===== config.mk =====
export PLATFORM = sky130hd
export DESIGN_NAME = merged_jpeg_frame_split_detector_core_flat
export DESIGN_NICKNAME = d
export VERILOG_FILES = /design/src/sv/mjfs_pkg.sv /design/src/sv/mjfs_if.sv /design/src/sv/mjfs_history.sv /design/src/sv/mjfs_scan.sv /design/src/sv/merged_jpeg_frame_split_detector_core.sv /design/src/flat_wrapper.sv
export SDC_FILE = /design/constraint.sdc
export NUM_CORES = 1
export LEC_CHECK = 0
export BUFFER_PORTS_ARGS = -buffer_cell sky130_fd_sc_hd__buf_2
export CAP_MARGIN = 20
export CELL_PAD_IN_SITES_DETAIL_PLACEMENT = 0
export CELL_PAD_IN_SITES_GLOBAL_PLACEMENT = 1
export CORE_MARGIN = 1.5
export CORE_UTILIZATION = 48
export DETAILED_ROUTE_END_ITERATION = 8
export HOLD_SLACK_MARGIN = 0.03
export PLACE_DENSITY_LB_ADDON = 0.1
export SLEW_MARGIN = 20
export SYNTH_ARGS = -nofsm -noshare
export SYNTH_HDL_FRONTEND = slang
export SYNTH_SLANG_ARGS = --single-unit

===== constraint.sdc =====
create_clock -name clk -period 18.5 [get_ports clk]
set_input_delay 0.925 -clock clk [delete_from_list [all_inputs] [get_ports clk]]
set_output_delay 0.925 -clock clk [all_outputs]
set_load 0.01 [all_outputs]

===== src/sv/mjfs_pkg.sv =====
// Shared types and constants for the merged JPEG frame split detector.
// Used by the channel interfaces and every module of the block; no dependencies.
package mjfs_pkg;

  localparam int HISTORY_DEPTH = 3;
  localparam int HIST_PTR_W    = (HISTORY_DEPTH > 1) ? $clog2(HISTORY_DEPTH) : 1;
  localparam int HIST_CNT_W    = $clog2(HISTORY_DEPTH + 1);
  localparam int MEDIAN_IDX    = (HISTORY_DEPTH / 2) + (HISTORY_DEPTH % 2) - 1;

  localparam int BYTE_W = 8;
  localparam int LEN_W  = 24;

  localparam logic [BYTE_W-1:0] SOI_FIRST        = 8'hFF;
  localparam logic [BYTE_W-1:0] SOI_SECOND       = 8'hD8;
  localparam logic [LEN_W-1:0]  DEFAULT_EXPECTED = 24'd250000;

  // One byte request as held in the input register
  typedef struct packed {
    logic [BYTE_W-1:0] data_byte;
    logic [LEN_W-1:0]  frame_length;
    logic              last_byte;
  } beat_t;

  // Verdict for one frame
  typedef struct packed {
    logic             oversized;
    logic             marker_found;
    logic [LEN_W-1:0] split_offset;
    logic [LEN_W-1:0] typical_size;
  } verdict_t;

endpackage


===== src/sv/mjfs_if.sv =====
// Valid/ready channel interfaces for byte requests and frame verdicts.
// Depends on mjfs_pkg for field widths.
interface mjfs_in_if;
  logic                         valid;
  logic                         ready;
  logic [mjfs_pkg::BYTE_W-1:0]  data_byte;
  logic [mjfs_pkg::LEN_W-1:0]   frame_length;
  logic                         last_byte;

  modport source (output valid, output data_byte, output frame_length, output last_byte,
                  input ready);
  modport sink   (input valid, input data_byte, input frame_length, input last_byte,
                  output ready);
endinterface

interface mjfs_out_if;
  logic                        valid;
  logic                        ready;
  logic                        oversized;
  logic                        marker_found;
  logic [mjfs_pkg::LEN_W-1:0]  split_offset;
  logic [mjfs_pkg::LEN_W-1:0]  typical_size;

  modport source (output valid, output oversized, output marker_found, output split_offset,
                  output typical_size, input ready);
  modport sink   (input valid, input oversized, input marker_found, input split_offset,
                  input typical_size, output ready);
endinterface


===== src/sv/mjfs_history.sv =====
// Size history: insertion with the two-pass swap reorder and median pick.
// Holds the history entries, pointer and default size register; uses mjfs_pkg.
module mjfs_history (
  input  logic                        clk,
  input  logic                        rst,
  input  logic                        cfg_we,
  input  logic [mjfs_pkg::LEN_W-1:0]  cfg_data,
  input  logic                        push,
  input  logic [mjfs_pkg::LEN_W-1:0]  frame_length,
  output logic [mjfs_pkg::LEN_W-1:0]  expected
);

  logic [mjfs_pkg::LEN_W-1:0]      hist      [mjfs_pkg::HISTORY_DEPTH];
  logic [mjfs_pkg::LEN_W-1:0]      hist_next [mjfs_pkg::HISTORY_DEPTH];
  logic [mjfs_pkg::HIST_PTR_W-1:0] ptr;
  logic [mjfs_pkg::HIST_PTR_W-1:0] ptr_next;
  logic [mjfs_pkg::LEN_W-1:0]      default_expected;

  always_comb begin
    logic [mjfs_pkg::HIST_PTR_W-1:0] p;
    logic [mjfs_pkg::LEN_W-1:0]      tmp;
    tmp = '0;
    if (mjfs_pkg::HIST_CNT_W'(ptr) >= mjfs_pkg::HIST_CNT_W'(mjfs_pkg::HISTORY_DEPTH)) begin
      p = '0;
    end else begin
      p = ptr;
    end
    for (int i = 0; i < mjfs_pkg::HISTORY_DEPTH; i++) begin
      hist_next[i] = (i == int'(p)) ? frame_length : hist[i];
    end
    // forward pass from the new entry; zeros move up as well
    for (int i = 1; i < mjfs_pkg::HISTORY_DEPTH; i++) begin
      if (i > int'(p) &&
          (hist_next[i] < hist_next[i-1] || hist_next[i] == '0)) begin
        tmp            = hist_next[i];
        hist_next[i]   = hist_next[i-1];
        hist_next[i-1] = tmp;
      end
    end
    // backward pass down to the first entry
    for (int i = mjfs_pkg::HISTORY_DEPTH - 2; i >= 0; i--) begin
      if (i < int'(p) &&
          (hist_next[i] > hist_next[i+1] || hist_next[i] == '0)) begin
        tmp            = hist_next[i];
        hist_next[i]   = hist_next[i+1];
        hist_next[i+1] = tmp;
      end
    end
    if (int'(p) + 1 == mjfs_pkg::HISTORY_DEPTH) begin
      ptr_next = '0;
    end else begin
      ptr_next = p + mjfs_pkg::HIST_PTR_W'(1);
    end
    expected = (hist_next[mjfs_pkg::MEDIAN_IDX] != '0) ?
               hist_next[mjfs_pkg::MEDIAN_IDX] : default_expected;
  end

  always_ff @(posedge clk) begin
    if (rst) begin
      ptr              <= '0;
      default_expected <= mjfs_pkg::DEFAULT_EXPECTED;
      for (int i = 0; i < mjfs_pkg::HISTORY_DEPTH; i++) begin
        hist[i] <= '0;
      end
    end else begin
      if (cfg_we) begin
        default_expected <= cfg_data;
      end
      if (push) begin
        ptr <= ptr_next;
        for (int i = 0; i < mjfs_pkg::HISTORY_DEPTH; i++) begin
          hist[i] <= hist_next[i];
        end
      end
    end
  end

endmodule


===== src/sv/mjfs_scan.sv =====
// Per-frame byte scanner: offset count, header check, oversize test and
// second start-of-image search. Uses mjfs_pkg; expected size comes from mjfs_history.
module mjfs_scan (
  input  logic                        clk,
  input  logic                        rst,
  input  logic                        fire,
  input  mjfs_pkg::beat_t             beat,
  input  logic [mjfs_pkg::LEN_W-1:0]  expected_new,
  output logic                        first,
  output mjfs_pkg::verdict_t          verdict
);

  logic [mjfs_pkg::LEN_W-1:0]  byte_offset, byte_offset_next;
  logic [mjfs_pkg::BYTE_W-1:0] previous_byte;
  logic                        header_ok, header_ok_next;
  logic                        search_enabled, search_enabled_next;
  logic                        found_flag, found_flag_next;
  logic [mjfs_pkg::LEN_W-1:0]  found_offset, found_offset_next;
  logic [mjfs_pkg::LEN_W-1:0]  current_expected, current_expected_next;

  logic                        pair_seen;
  logic [mjfs_pkg::LEN_W-1:0]  pos;
  logic [mjfs_pkg::LEN_W+1:0]  len3;
  logic [mjfs_pkg::LEN_W:0]    limit;
  logic                        in_window;
  logic                        hit;

  assign first     = (byte_offset == '0);
  assign pair_seen = (previous_byte == mjfs_pkg::SOI_FIRST) &&
                     (beat.data_byte == mjfs_pkg::SOI_SECOND);
  assign pos       = byte_offset - mjfs_pkg::LEN_W'(1);
  assign len3      = {2'b00, beat.frame_length} + {1'b0, beat.frame_length, 1'b0};
  assign in_window = (pos >= {1'b0, len3[mjfs_pkg::LEN_W+1:3]}) &&
                     (pos < len3[mjfs_pkg::LEN_W+1:2]);
  // floor(3e/2) = e + floor(e/2)
  assign limit     = {1'b0, expected_new} + {2'b00, expected_new[mjfs_pkg::LEN_W-1:1]};

  always_comb begin
    header_ok_next        = header_ok;
    search_enabled_next   = search_enabled;
    found_flag_next       = found_flag;
    found_offset_next     = found_offset;
    current_expected_next = current_expected;
    priority if (first) begin
      current_expected_next = expected_new;
      search_enabled_next   = {1'b0, beat.frame_length} > limit;
      header_ok_next        = 1'b0;
      found_flag_next       = 1'b0;
      found_offset_next     = '0;
    end else if (byte_offset == mjfs_pkg::LEN_W'(1)) begin
      header_ok_next = pair_seen;
    end else if (header_ok && search_enabled && !found_flag && pair_seen && in_window) begin
      found_flag_next   = 1'b1;
      found_offset_next = pos;
    end else begin
      found_flag_next = found_flag;
    end

    if (beat.last_byte) begin
      byte_offset_next = '0;
    end else if (byte_offset != '1) begin
      byte_offset_next = byte_offset + mjfs_pkg::LEN_W'(1);
    end else begin
      byte_offset_next = byte_offset;
    end

    hit                  = found_flag_next && search_enabled_next && header_ok_next;
    verdict.oversized    = search_enabled_next;
    verdict.marker_found = hit;
    verdict.split_offset = hit ? found_offset_next : '0;
    verdict.typical_size = current_expected_next;
  end

  always_ff @(posedge clk) begin
    if (rst) begin
      byte_offset      <= '0;
      previous_byte    <= '0;
      header_ok        <= 1'b0;
      search_enabled   <= 1'b0;
      found_flag       <= 1'b0;
      found_offset     <= '0;
      current_expected <= '0;
    end else if (fire) begin
      byte_offset      <= byte_offset_next;
      previous_byte    <= beat.data_byte;
      header_ok        <= header_ok_next;
      search_enabled   <= search_enabled_next;
      found_flag       <= found_flag_next;
      found_offset     <= found_offset_next;
      current_expected <= current_expected_next;
    end
  end

endmodule


===== src/sv/merged_jpeg_frame_split_detector_core.sv =====
// Top level of the merged JPEG frame split detector: input register, scanner,
// size history and verdict register. Uses mjfs_pkg, mjfs_if, mjfs_history, mjfs_scan.
//
//   channel  | dir | payload                                             | handshake
//   in_ch    | in  | data_byte, frame_length, last_byte                  | valid/ready
//   out_ch   | out | oversized, marker_found, split_offset, typical_size | valid/ready
//   cfg      | in  | cfg_data (default expected size)                    | cfg_we
//
// One byte request is taken per cycle unless a last byte waits on a full verdict
// register. A byte is registered, then processed into the frame state; the verdict
// for a frame is loaded into the verdict register when its last byte is processed.
// Only last bytes wait on a full verdict register, so a stalled out_ch holds back
// the stream only at a frame end. Synchronous reset clears the valid flags, the
// scanner and the history and sets the default size to 250000.
module merged_jpeg_frame_split_detector_core (
  input  logic                        clk,
  input  logic                        rst,
  input  logic                        cfg_we,
  input  logic [mjfs_pkg::LEN_W-1:0]  cfg_data,
  mjfs_in_if.sink                     in_ch,
  mjfs_out_if.source                  out_ch
);

  mjfs_pkg::beat_t            s1_beat;
  logic                       s1_valid;
  logic                       out_free;
  logic                       s1_fire;
  logic                       first;
  logic [mjfs_pkg::LEN_W-1:0] expected_new;
  mjfs_pkg::verdict_t         verdict;
  mjfs_pkg::verdict_t         out_q;
  logic                       out_valid;

  assign out_free    = !out_valid || out_ch.ready;
  assign s1_fire     = s1_valid && (!s1_beat.last_byte || out_free);
  assign in_ch.ready = !s1_valid || s1_fire;

  always_ff @(posedge clk) begin
    if (rst) begin
      s1_valid <= 1'b0;
    end else if (in_ch.ready) begin
      s1_valid <= in_ch.valid;
    end
  end

  always_ff @(posedge clk) begin
    if (in_ch.ready && in_ch.valid) begin
      s1_beat.data_byte    <= in_ch.data_byte;
      s1_beat.frame_length <= in_ch.frame_length;
      s1_beat.last_byte    <= in_ch.last_byte;
    end
  end

  mjfs_history u_history (
    .clk          (clk),
    .rst          (rst),
    .cfg_we       (cfg_we),
    .cfg_data     (cfg_data),
    .push         (s1_fire && first),
    .frame_length (s1_beat.frame_length),
    .expected     (expected_new)
  );

  mjfs_scan u_scan (
    .clk          (clk),
    .rst          (rst),
    .fire         (s1_fire),
    .beat         (s1_beat),
    .expected_new (expected_new),
    .first        (first),
    .verdict      (verdict)
  );

  // load the verdict on a frame end, drop it once taken
  always_ff @(posedge clk) begin
    if (rst) begin
      out_valid <= 1'b0;
    end else if (s1_fire && s1_beat.last_byte) begin
      out_valid <= 1'b1;
    end else if (out_ch.ready) begin
      out_valid <= 1'b0;
    end
  end

  always_ff @(posedge clk) begin
    if (s1_fire && s1_beat.last_byte) begin
      out_q <= verdict;
    end
  end

  assign out_ch.valid        = out_valid;
  assign out_ch.oversized    = out_q.oversized;
  assign out_ch.marker_found = out_q.marker_found;
  assign out_ch.split_offset = out_q.split_offset;
  assign out_ch.typical_size = out_q.typical_size;

  a_mid_frame_flows: assert property (@(posedge clk) disable iff (rst)
    s1_valid && !s1_beat.last_byte |-> s1_fire)
    else $error("mid-frame byte held back");

  a_verdict_from_last: assert property (@(posedge clk) disable iff (rst)
    $rose(out_valid) |-> $past(s1_fire && s1_beat.last_byte))
    else $error("verdict without a last byte");

  a_marker_needs_oversize: assert property (@(posedge clk) disable iff (rst)
    out_valid && out_q.marker_found |-> out_q.oversized)
    else $error("marker reported on a frame that is not oversized");

  a_offset_zero_no_marker: assert property (@(posedge clk) disable iff (rst)
    out_valid && !out_q.marker_found |-> out_q.split_offset == '0)
    else $error("split offset set without a marker");

endmodule


===== src/flat_wrapper.sv =====
// flat-port wrapper written by rule: the top's interface ports become plain ports
module merged_jpeg_frame_split_detector_core_flat 
  (clk, rst, cfg_we, cfg_data, in_ch_valid, in_ch_data_byte, in_ch_frame_length, in_ch_last_byte, in_ch_ready, out_ch_valid, out_ch_oversized, out_ch_marker_found, out_ch_split_offset, out_ch_typical_size, out_ch_ready);
  mjfs_in_if in_ch_i ();
  mjfs_out_if out_ch_i ();
  input  logic clk;
  input  logic rst;
  input  logic cfg_we;
  input  logic [mjfs_pkg::LEN_W-1:0] cfg_data;
  input wire logic [$bits(in_ch_i.valid)-1:0] in_ch_valid;
  input wire logic [$bits(in_ch_i.data_byte)-1:0] in_ch_data_byte;
  input wire logic [$bits(in_ch_i.frame_length)-1:0] in_ch_frame_length;
  input wire logic [$bits(in_ch_i.last_byte)-1:0] in_ch_last_byte;
  output wire logic [$bits(in_ch_i.ready)-1:0] in_ch_ready;
  output wire logic [$bits(out_ch_i.valid)-1:0] out_ch_valid;
  output wire logic [$bits(out_ch_i.oversized)-1:0] out_ch_oversized;
  output wire logic [$bits(out_ch_i.marker_found)-1:0] out_ch_marker_found;
  output wire logic [$bits(out_ch_i.split_offset)-1:0] out_ch_split_offset;
  output wire logic [$bits(out_ch_i.typical_size)-1:0] out_ch_typical_size;
  input wire logic [$bits(out_ch_i.ready)-1:0] out_ch_ready;
  assign in_ch_i.valid = in_ch_valid;
  assign in_ch_i.data_byte = in_ch_data_byte;
  assign in_ch_i.frame_length = in_ch_frame_length;
  assign in_ch_i.last_byte = in_ch_last_byte;
  assign in_ch_ready = in_ch_i.ready;
  assign out_ch_valid = out_ch_i.valid;
  assign out_ch_oversized = out_ch_i.oversized;
  assign out_ch_marker_found = out_ch_i.marker_found;
  assign out_ch_split_offset = out_ch_i.split_offset;
  assign out_ch_typical_size = out_ch_i.typical_size;
  assign out_ch_i.ready = out_ch_ready;
  merged_jpeg_frame_split_detector_core u_core (.clk(clk), .rst(rst), .cfg_we(cfg_we), .cfg_data(cfg_data), .in_ch(in_ch_i), .out_ch(out_ch_i));
endmodule

-- After elaboration in Yosys (flattened, before gate mapping)
Memories as Yosys holds them, arrays and structs flattened.
Cells that the tools add are included.
Widths: inputs -> output; s select.
- reductions and logical operators: 37
- multiplexer cells: 32
- equality and inequality tests: 7
- magnitude comparators: 12
- bitwise operators: 3
- $add $sub $neg: 6
- operator list (kind ; count):
    $mux 24 ; 13
    $mux 48 ; 4
    $logic_not 24->1 ; 5
    $lt 24x24->1 ; 3
    $gt 24x24->1 ; 2
    $add 24x25->26 ; 1
    $add 24x23->25 ; 1
    $gt 24x25->1 ; 1
    $add 24x1->24 const B ; 1
    $eq 24x1->1 const B ; 1
    $ge 24x23->1 ; 1
    $ne 24x24->1 const B ; 1
    $reduce_bool 24->1 ; 1
    $sub 24x1->24 const B ; 1
    $eq 8x8->1 const B ; 2
    $logic_and 1x1->1 ; 16
    $mux 1 ; 13
    $logic_or 1x1->1 ; 7
    $eq 2x2->1 const A ; 2
    $logic_not 1->1 ; 4
    $lt 1x2->1 const A ; 2
    $mux 2 ; 2
    $reduce_bool 2->1 ; 2
    $add 2x1->3 const B ; 1
    other kinds (8) ; 10
- logic and storage cells: 116
- input bits: 62
- memories kept: 1
- register bits: 194
- memory bits (writable): 72
- output and inout bits: 52
- memory list (name ; words ; bits a word ; read ports ; clocked after memory_dff ; wr ports ; RTL line ; RTL):
    u_core.u_history.hist ; 3 ; 24 ; 3 ; 0 ; 3 ; mjfs_history.sv:13 ; logic [mjfs_pkg::LEN_W-1:0] hist [mjfs_pkg::HISTORY_DEPTH];

-- Longest topological paths before layout
- depth after elaboration: 27
- mapped depth: 86
- depth with buffers taken out: 71

-- By module
A second synthesis with hierarchy kept.
- cell total of the unflattened synthesis: 2475
- area, all modules: 21535.7 sq um
- modules (own cells, without submodules) (module ; instances ; seq. area each (sq um) ; cells an instance ; area an instance (sq um)):
    mjfs_history ; 1 ; 2682.6 ; 1284 ; 10314.9
    mjfs_scan ; 1 ; 1661.6 ; 1094 ; 8600.7
    merged_jpeg_frame_split_detector_core ; 1 ; 2532.4 ; 97 ; 2620.0

-- Worst setup path after synthesis
OpenSTA, ideal clock, no wires.
- kind: reg2reg
- start point: register u_core.u_history.ptr[0] in the netlist's numbering
- end point: register u_core.out_q (netlist bit u_core.out_ch.split_offset[14]) (data pin)
- buffers on the path: 19
- clock period less this slack: 16524 ps
- data arrival time: 16272 ps
- stages on the path, launching flop included: 83
- setup time: 252 ps
- path slack: 1976 ps
- cell sequence: dfxtp_1 > inv_1 > ha_1 > buf_2 > buf_1 > clkbuf_1 > clkbuf_1 > mux2i_1 > ha_1 > nand2_1 > or3_1 > or4_1 > a21o_1 > buf_6 > a31o_2 > clkbuf_1 > buf_2 > buf_2 > (+47 left out) > nor2_1 > nor2b_1 > o21ai_1 > nand2b_1 > xnor2_1 > ha_1 > a21o_1 > a21o_1 > a211oi_1 > o21ai_0 > a21o_1 > a21o_1 > a21oi_1 > nor3_2 > a21o_1 > nand3_4 > buf_6 > nor2_1
- word-level cells in the longest chain between the ends: 27
- elaborated cells between the ends (all ways): 39
- RTL lines (what ; RTL line ; RTL):
    start: declaration ; mjfs_history.sv:15 ; logic [mjfs_pkg::HIST_PTR_W-1:0] ptr;
    start signal: assignment ; mjfs_history.sv:70 ; ptr <= ptr_next;
    $ge 2x2->1 ; mjfs_history.sv:23 ; if (mjfs_pkg::HIST_CNT_W'(ptr) >= mjfs_pkg::HIST_CNT_W'(mjfs_pkg::HISTORY_DEPTH)) begin
    $mux 2 (*) ; mjfs_history.sv:23 ;
    $eq 2x2->1 / $logic_not 2->1 (equally long branches) ; mjfs_history.sv:29 ; hist_next[i] = (i == int'(p)) ? frame_length : hist[i];
    $mux 24 ; mjfs_history.sv:29 ;
    $lt 24x24->1 / $logic_not 24->1 (equally long branches) ; mjfs_history.sv:34 ; (hist_next[i] < hist_next[i-1] || hist_next[i] == '0)) begin
    $logic_or 1x1->1 ; mjfs_history.sv:34 ;
    $logic_and 1x1->1 ; mjfs_history.sv:33 ; if (i > int'(p) &&
    $mux 48 ; mjfs_history.sv:33 ;
    (+11 left out) ; n/a ;
    $mux 48 (*) ; mjfs_history.sv:42 ; if (i < int'(p) &&
    $reduce_bool 24->1 ; mjfs_history.sv:54 ; expected = (hist_next[mjfs_pkg::MEDIAN_IDX] != '0) ?
    $mux 24 (*) ; mjfs_history.sv:54 ;
    $add 24x23->25 (*) ; mjfs_scan.sv:36 ; assign limit = {1'b0, expected_new} + {2'b00, expected_new[mjfs_pkg::LEN_W-1:1]};
    $gt 24x25->1 (*) ; mjfs_scan.sv:46 ; search_enabled_next = {1'b0, beat.frame_length} > limit;
    $mux 1 (*) ; mjfs_scan.sv:44 ; priority if (first) begin
    named net u_core.u_scan.search_enabled_next ; mjfs_scan.sv:16 ; logic search_enabled, search_enabled_next;
    $logic_and 1x1->1 (*) (2 in a row) ; mjfs_scan.sv:67 ; hit = found_flag_next && search_enabled_next && header_ok_next;
    end signal: assignment ; merged_jpeg_frame_split_detector_core.sv:87 ; out_q <= verdict;
    end: declaration ; merged_jpeg_frame_split_detector_core.sv:31 ; mjfs_pkg::verdict_t out_q;
Mark *: on every way through the listed nets, which the timed path passes. The rest lies on a longest branch.
A chain may end at the register's enable or synchronous reset.

-- Worst setup path after layout
- start point: register u_core.u_history.ptr[0] in the netlist's numbering
- end point: register u_core.out_q (netlist bit u_core.out_ch.split_offset[2]) (data pin)
Same word-level chain as after synthesis.

==> impl_metrics.py <==
metrics = {
    "clocking": {
        "cts_buffers": 31,
        "path_clk_slew_ns": 0.06,
        "clk_path_buf_depth": 3,
        "cts_tree": "built",
        "clock_sinks": 266,
        "insertion_delay_ns": 0.61,
        "clock-root-buffer": "clkbuf_16",
        "cts.htree.levels": 1,
    },
    "hold_path": {
        "hold_class": "flop to flop",
    },
    "sta": {
        "period_needed_ns": 17.42,
        "fin_crit_sh_pct": 94.1,
        "fmax_mhz": 57.4,
        "finalHoldViolations": 0,
        "clock_skew_ns": 0.0165,
        "totalNegativeSetupSlack_ns": 0,
        "grt_setup_unrepaired": "no",
        "setup_viol": 0,
        "worstMarginPinSlew_ns": 1.03,
        "slew-limit-headroom_pct": 30.2,
        "maxSlewViolCount": 0,
    },
    "critical_path": {
        "required_ns": 18.94,
        "critPathMaxFanout": 50,
        "critPathMaxStageDelay_ns": 0.58,
        "crit_end": "u_core.out_ch.split_offset[2]",
        "cp-end-kind": "flop",
        "crit_path_start": "u_core.u_history.ptr[0]",
        "r2r-end": "u_core.out_ch.split_offset[2]",
        "path_common_cell": "a21o_1",
        "cpMaxStageDelayCell": "or4_1",
        "cp.arrival_ns": 17.85,
        "critical_path_buf_inv_count": 7,
        "regToRegStartpoint": "u_core.u_history.ptr[0]",
        "path_class": "flop to flop",
        "cp-start-kind": "flop",
        "r2r_slack_ns": 1.08,
        "reg2regPathDepth": 65,
        "critPathTopFamily": "compound AO/OA/AOI/OAI gates",
        "cp.depth": 65,
    },
    "detailed_routing": {
        "ant_nets": 0,
        "drt_iter0_drc": 1402,
        "drt-total-wl_mm": 66.4,
        "post_drt_wl_per_cell_um": 23.0,
        "vias": 17325,
        "drc": 0,
        "routed_via_density": 6.00,
        "drtPass1Iterations": 7,
    },
    "pwr": {
        "ir_drop_mv": 0.108,
        "p_leak_nw": 9.27,
        "p_per_area_mw_per_mm2": 153,
    },
    "yosys": {
        "yosysSeqAreaShare_pct": 34.8,
        "syn_nets": 2498,
        "synthDistinctLibCells": 92,
        "syn_area_per_cell_um2": 8.82,
        "syn-instance-count": 2243,
        "yosysWarningCount": 0,
        "synthFlopType": "edfxtp_1",
        "synth-edff-count": 155,
        "synth-seq-cells": 266,
        "syn_area_mm2": 0.0198,
        "synthArstFlopShare_pct": 0,
    },
    "global_routing": {
        "antenna_found_initial": 2,
        "grt_pass1_vias": 16493,
        "grt.overflow.total": 0,
        "grt_pass1_wl_mm": 98.1,
        "grtUsageTotal_pct": 30.7,
        "grt_max_degree": 76,
    },
    "floorplan": {
        "boundaryPins": 114,
        "core-area_mm2": 0.0407,
        "die_w_um": 206,
        "start_util_pct": 48.6,
        "die_h_um": 206,
        "placement_rows": 74,
        "die_area_mm2": 0.0424,
    },
    "placed_design": {
        "portBuffers": 113,
        "gp_congestion": 1.00,
        "dp_cells": 2825,
        "hpwl_mm": 49.4,
    },
    "finish": {
        "final_common_cell": "nor2_1",
        "drive_gt1_share_pct": 13.3,
        "area_growth_pct": 11.4,
        "nFillCells": 3818,
        "finalNonFillerCells": 2887,
        "final_cell_mix": "261 x nor2_1, 199 x a21oi_1, 194 x nand2_1",
        "fin_nets": 2584,
        "final_core_util_pct": 54.1,
    },
    "run_status": {
        "status": "completed",
    },
    "run": {
        "cap_violations": 0,
    },
}
## layout make-up
class                           instances  area, um^2  area share [%]
Clock inverter                         20         179           0.812
Multi-Input combinational cell       1755       12100            54.9
Sequential cell                       266        6880            31.2
Antenna cell                            1        2.50          0.0114
Inverter                              116         435            1.98
Tap cell                              532         666            3.02
Clock buffer                           38         843            3.83
Timing Repair Buffer                  159         931            4.22
## cells by family (layout without fill, tap and decap cells)
group	Yosys count	after routing	synth area share [%]
and+or+nand+nor	786	787	19.2
AOI/OAI and AO/OA	523	524	16.5
DFF	266	266	34.8
buffers and inverters	224	333	4.55
adders and majority gates	193	193	12.3
muxes	170	170	9.12
xor gates and xnor gates	81	81	3.59
other	0	1	0
## sequential cells by signal, summed over array words and instances (netlist names)
register                           count
u_core.u_scan.search_enabled           1
u_core.u_scan.header_ok                1
u_core.u_scan.current_expected        24
u_core.u_scan.found_offset            24
u_core.out_ch.typical_size            24
u_core.out_ch.marker_found             1
u_core.u_scan.previous_byte            8
u_core.s1_valid                        1
u_core.u_history.default_expected     24
u_core.u_history.hist                 72
u_core.u_history.ptr                   2
u_core.u_scan.byte_offset             24
u_core.out_ch.oversized                1
u_core.u_scan.found_flag               1
u_core.out_ch.split_offset            24
u_core.s1_beat                        33
u_core.out_ch.valid                    1
## cells in the mapped netlist (all sizes together), types with 55 or more instances
cell type,instances,area share (%)
clkbuf,69,1.3
mux2,65,3.7
a21oi,201,5.1
dfxtp,111,11
o21ai,111,2.8
nand2,194,3.7
mux2i,105,5.4
inv,116,2.2
edfxtp,155,24
nand3,55,1.5
nor2,262,5.0
ha,191,12
## worst register-to-register path: cells and delay by family, from the launching register on
kind            cells  cell delay, ns
mux                 4            1.74
fa+ha+maj           7            2.06
flops               1            0.34
buf+inv             7            1.84
simple gates       18            4.39
compound gates     29            6.88
## layer usage
| metal | GRT usage, % | wire length (um) |
|---|---|---|
| met3 | 3.69 | 3750 |
| met4 | 14.4 | 3320 |
| met2 | 53.4 | 32400 |
| met5 | 0 | 12 |
| met1 | 37.6 | 26900 |
## worst min-delay path by stage
stage | from | endpoint | slack, ns | cells after the start
after detailed placement | u_core.u_scan.current_expected[18] | u_core.u_scan.current_expected[18] | 0.44 | 2
after CTS | u_core.u_scan.found_offset[5] | u_core.u_scan.found_offset[5] | 0.45 | 2
final | u_core.u_scan.current_expected[9] | u_core.u_scan.current_expected[9] | 0.45 | 2
after global placement | u_core.u_scan.current_expected[20] | u_core.u_scan.current_expected[20] | 0.43 | 2
after global routing | u_core.u_scan.found_offset[8] | u_core.u_scan.found_offset[8] | 0.47 | 2
after floorplan | u_core.u_scan.current_expected[14] | u_core.u_scan.current_expected[14] | 0.42 | 2
## what timing repair did
action                                 CTS  global route
gates resized for setup                  0             7
hold buffers                             0             0
buffers inserted                         0             0
setup endpoints to repair                0            27
endpoints found under the hold margin    0             0
## stage by stage
stage	setup slack [ns]	area (um^2)	total power, mW	hold slack [ns]
floorplan	1.98	19800	2.21	0.425
CTS	0.592	22000	3.35	0.454
finish	1.08	22000	3.37	0.450
global route	0.0634	22000	3.62	0.469
detailed placement	0.660	20900	2.71	0.443
global placement	0.739	20900	2.69	0.434
## report_power, final
group          switching, mW  internal (mW)  total [mW]
Combinational           1.22          0.801        2.02
Sequential            0.0315          0.690       0.722
Clock                  0.270          0.353       0.623
Note: power is estimated with default switching activity, not from simulation.
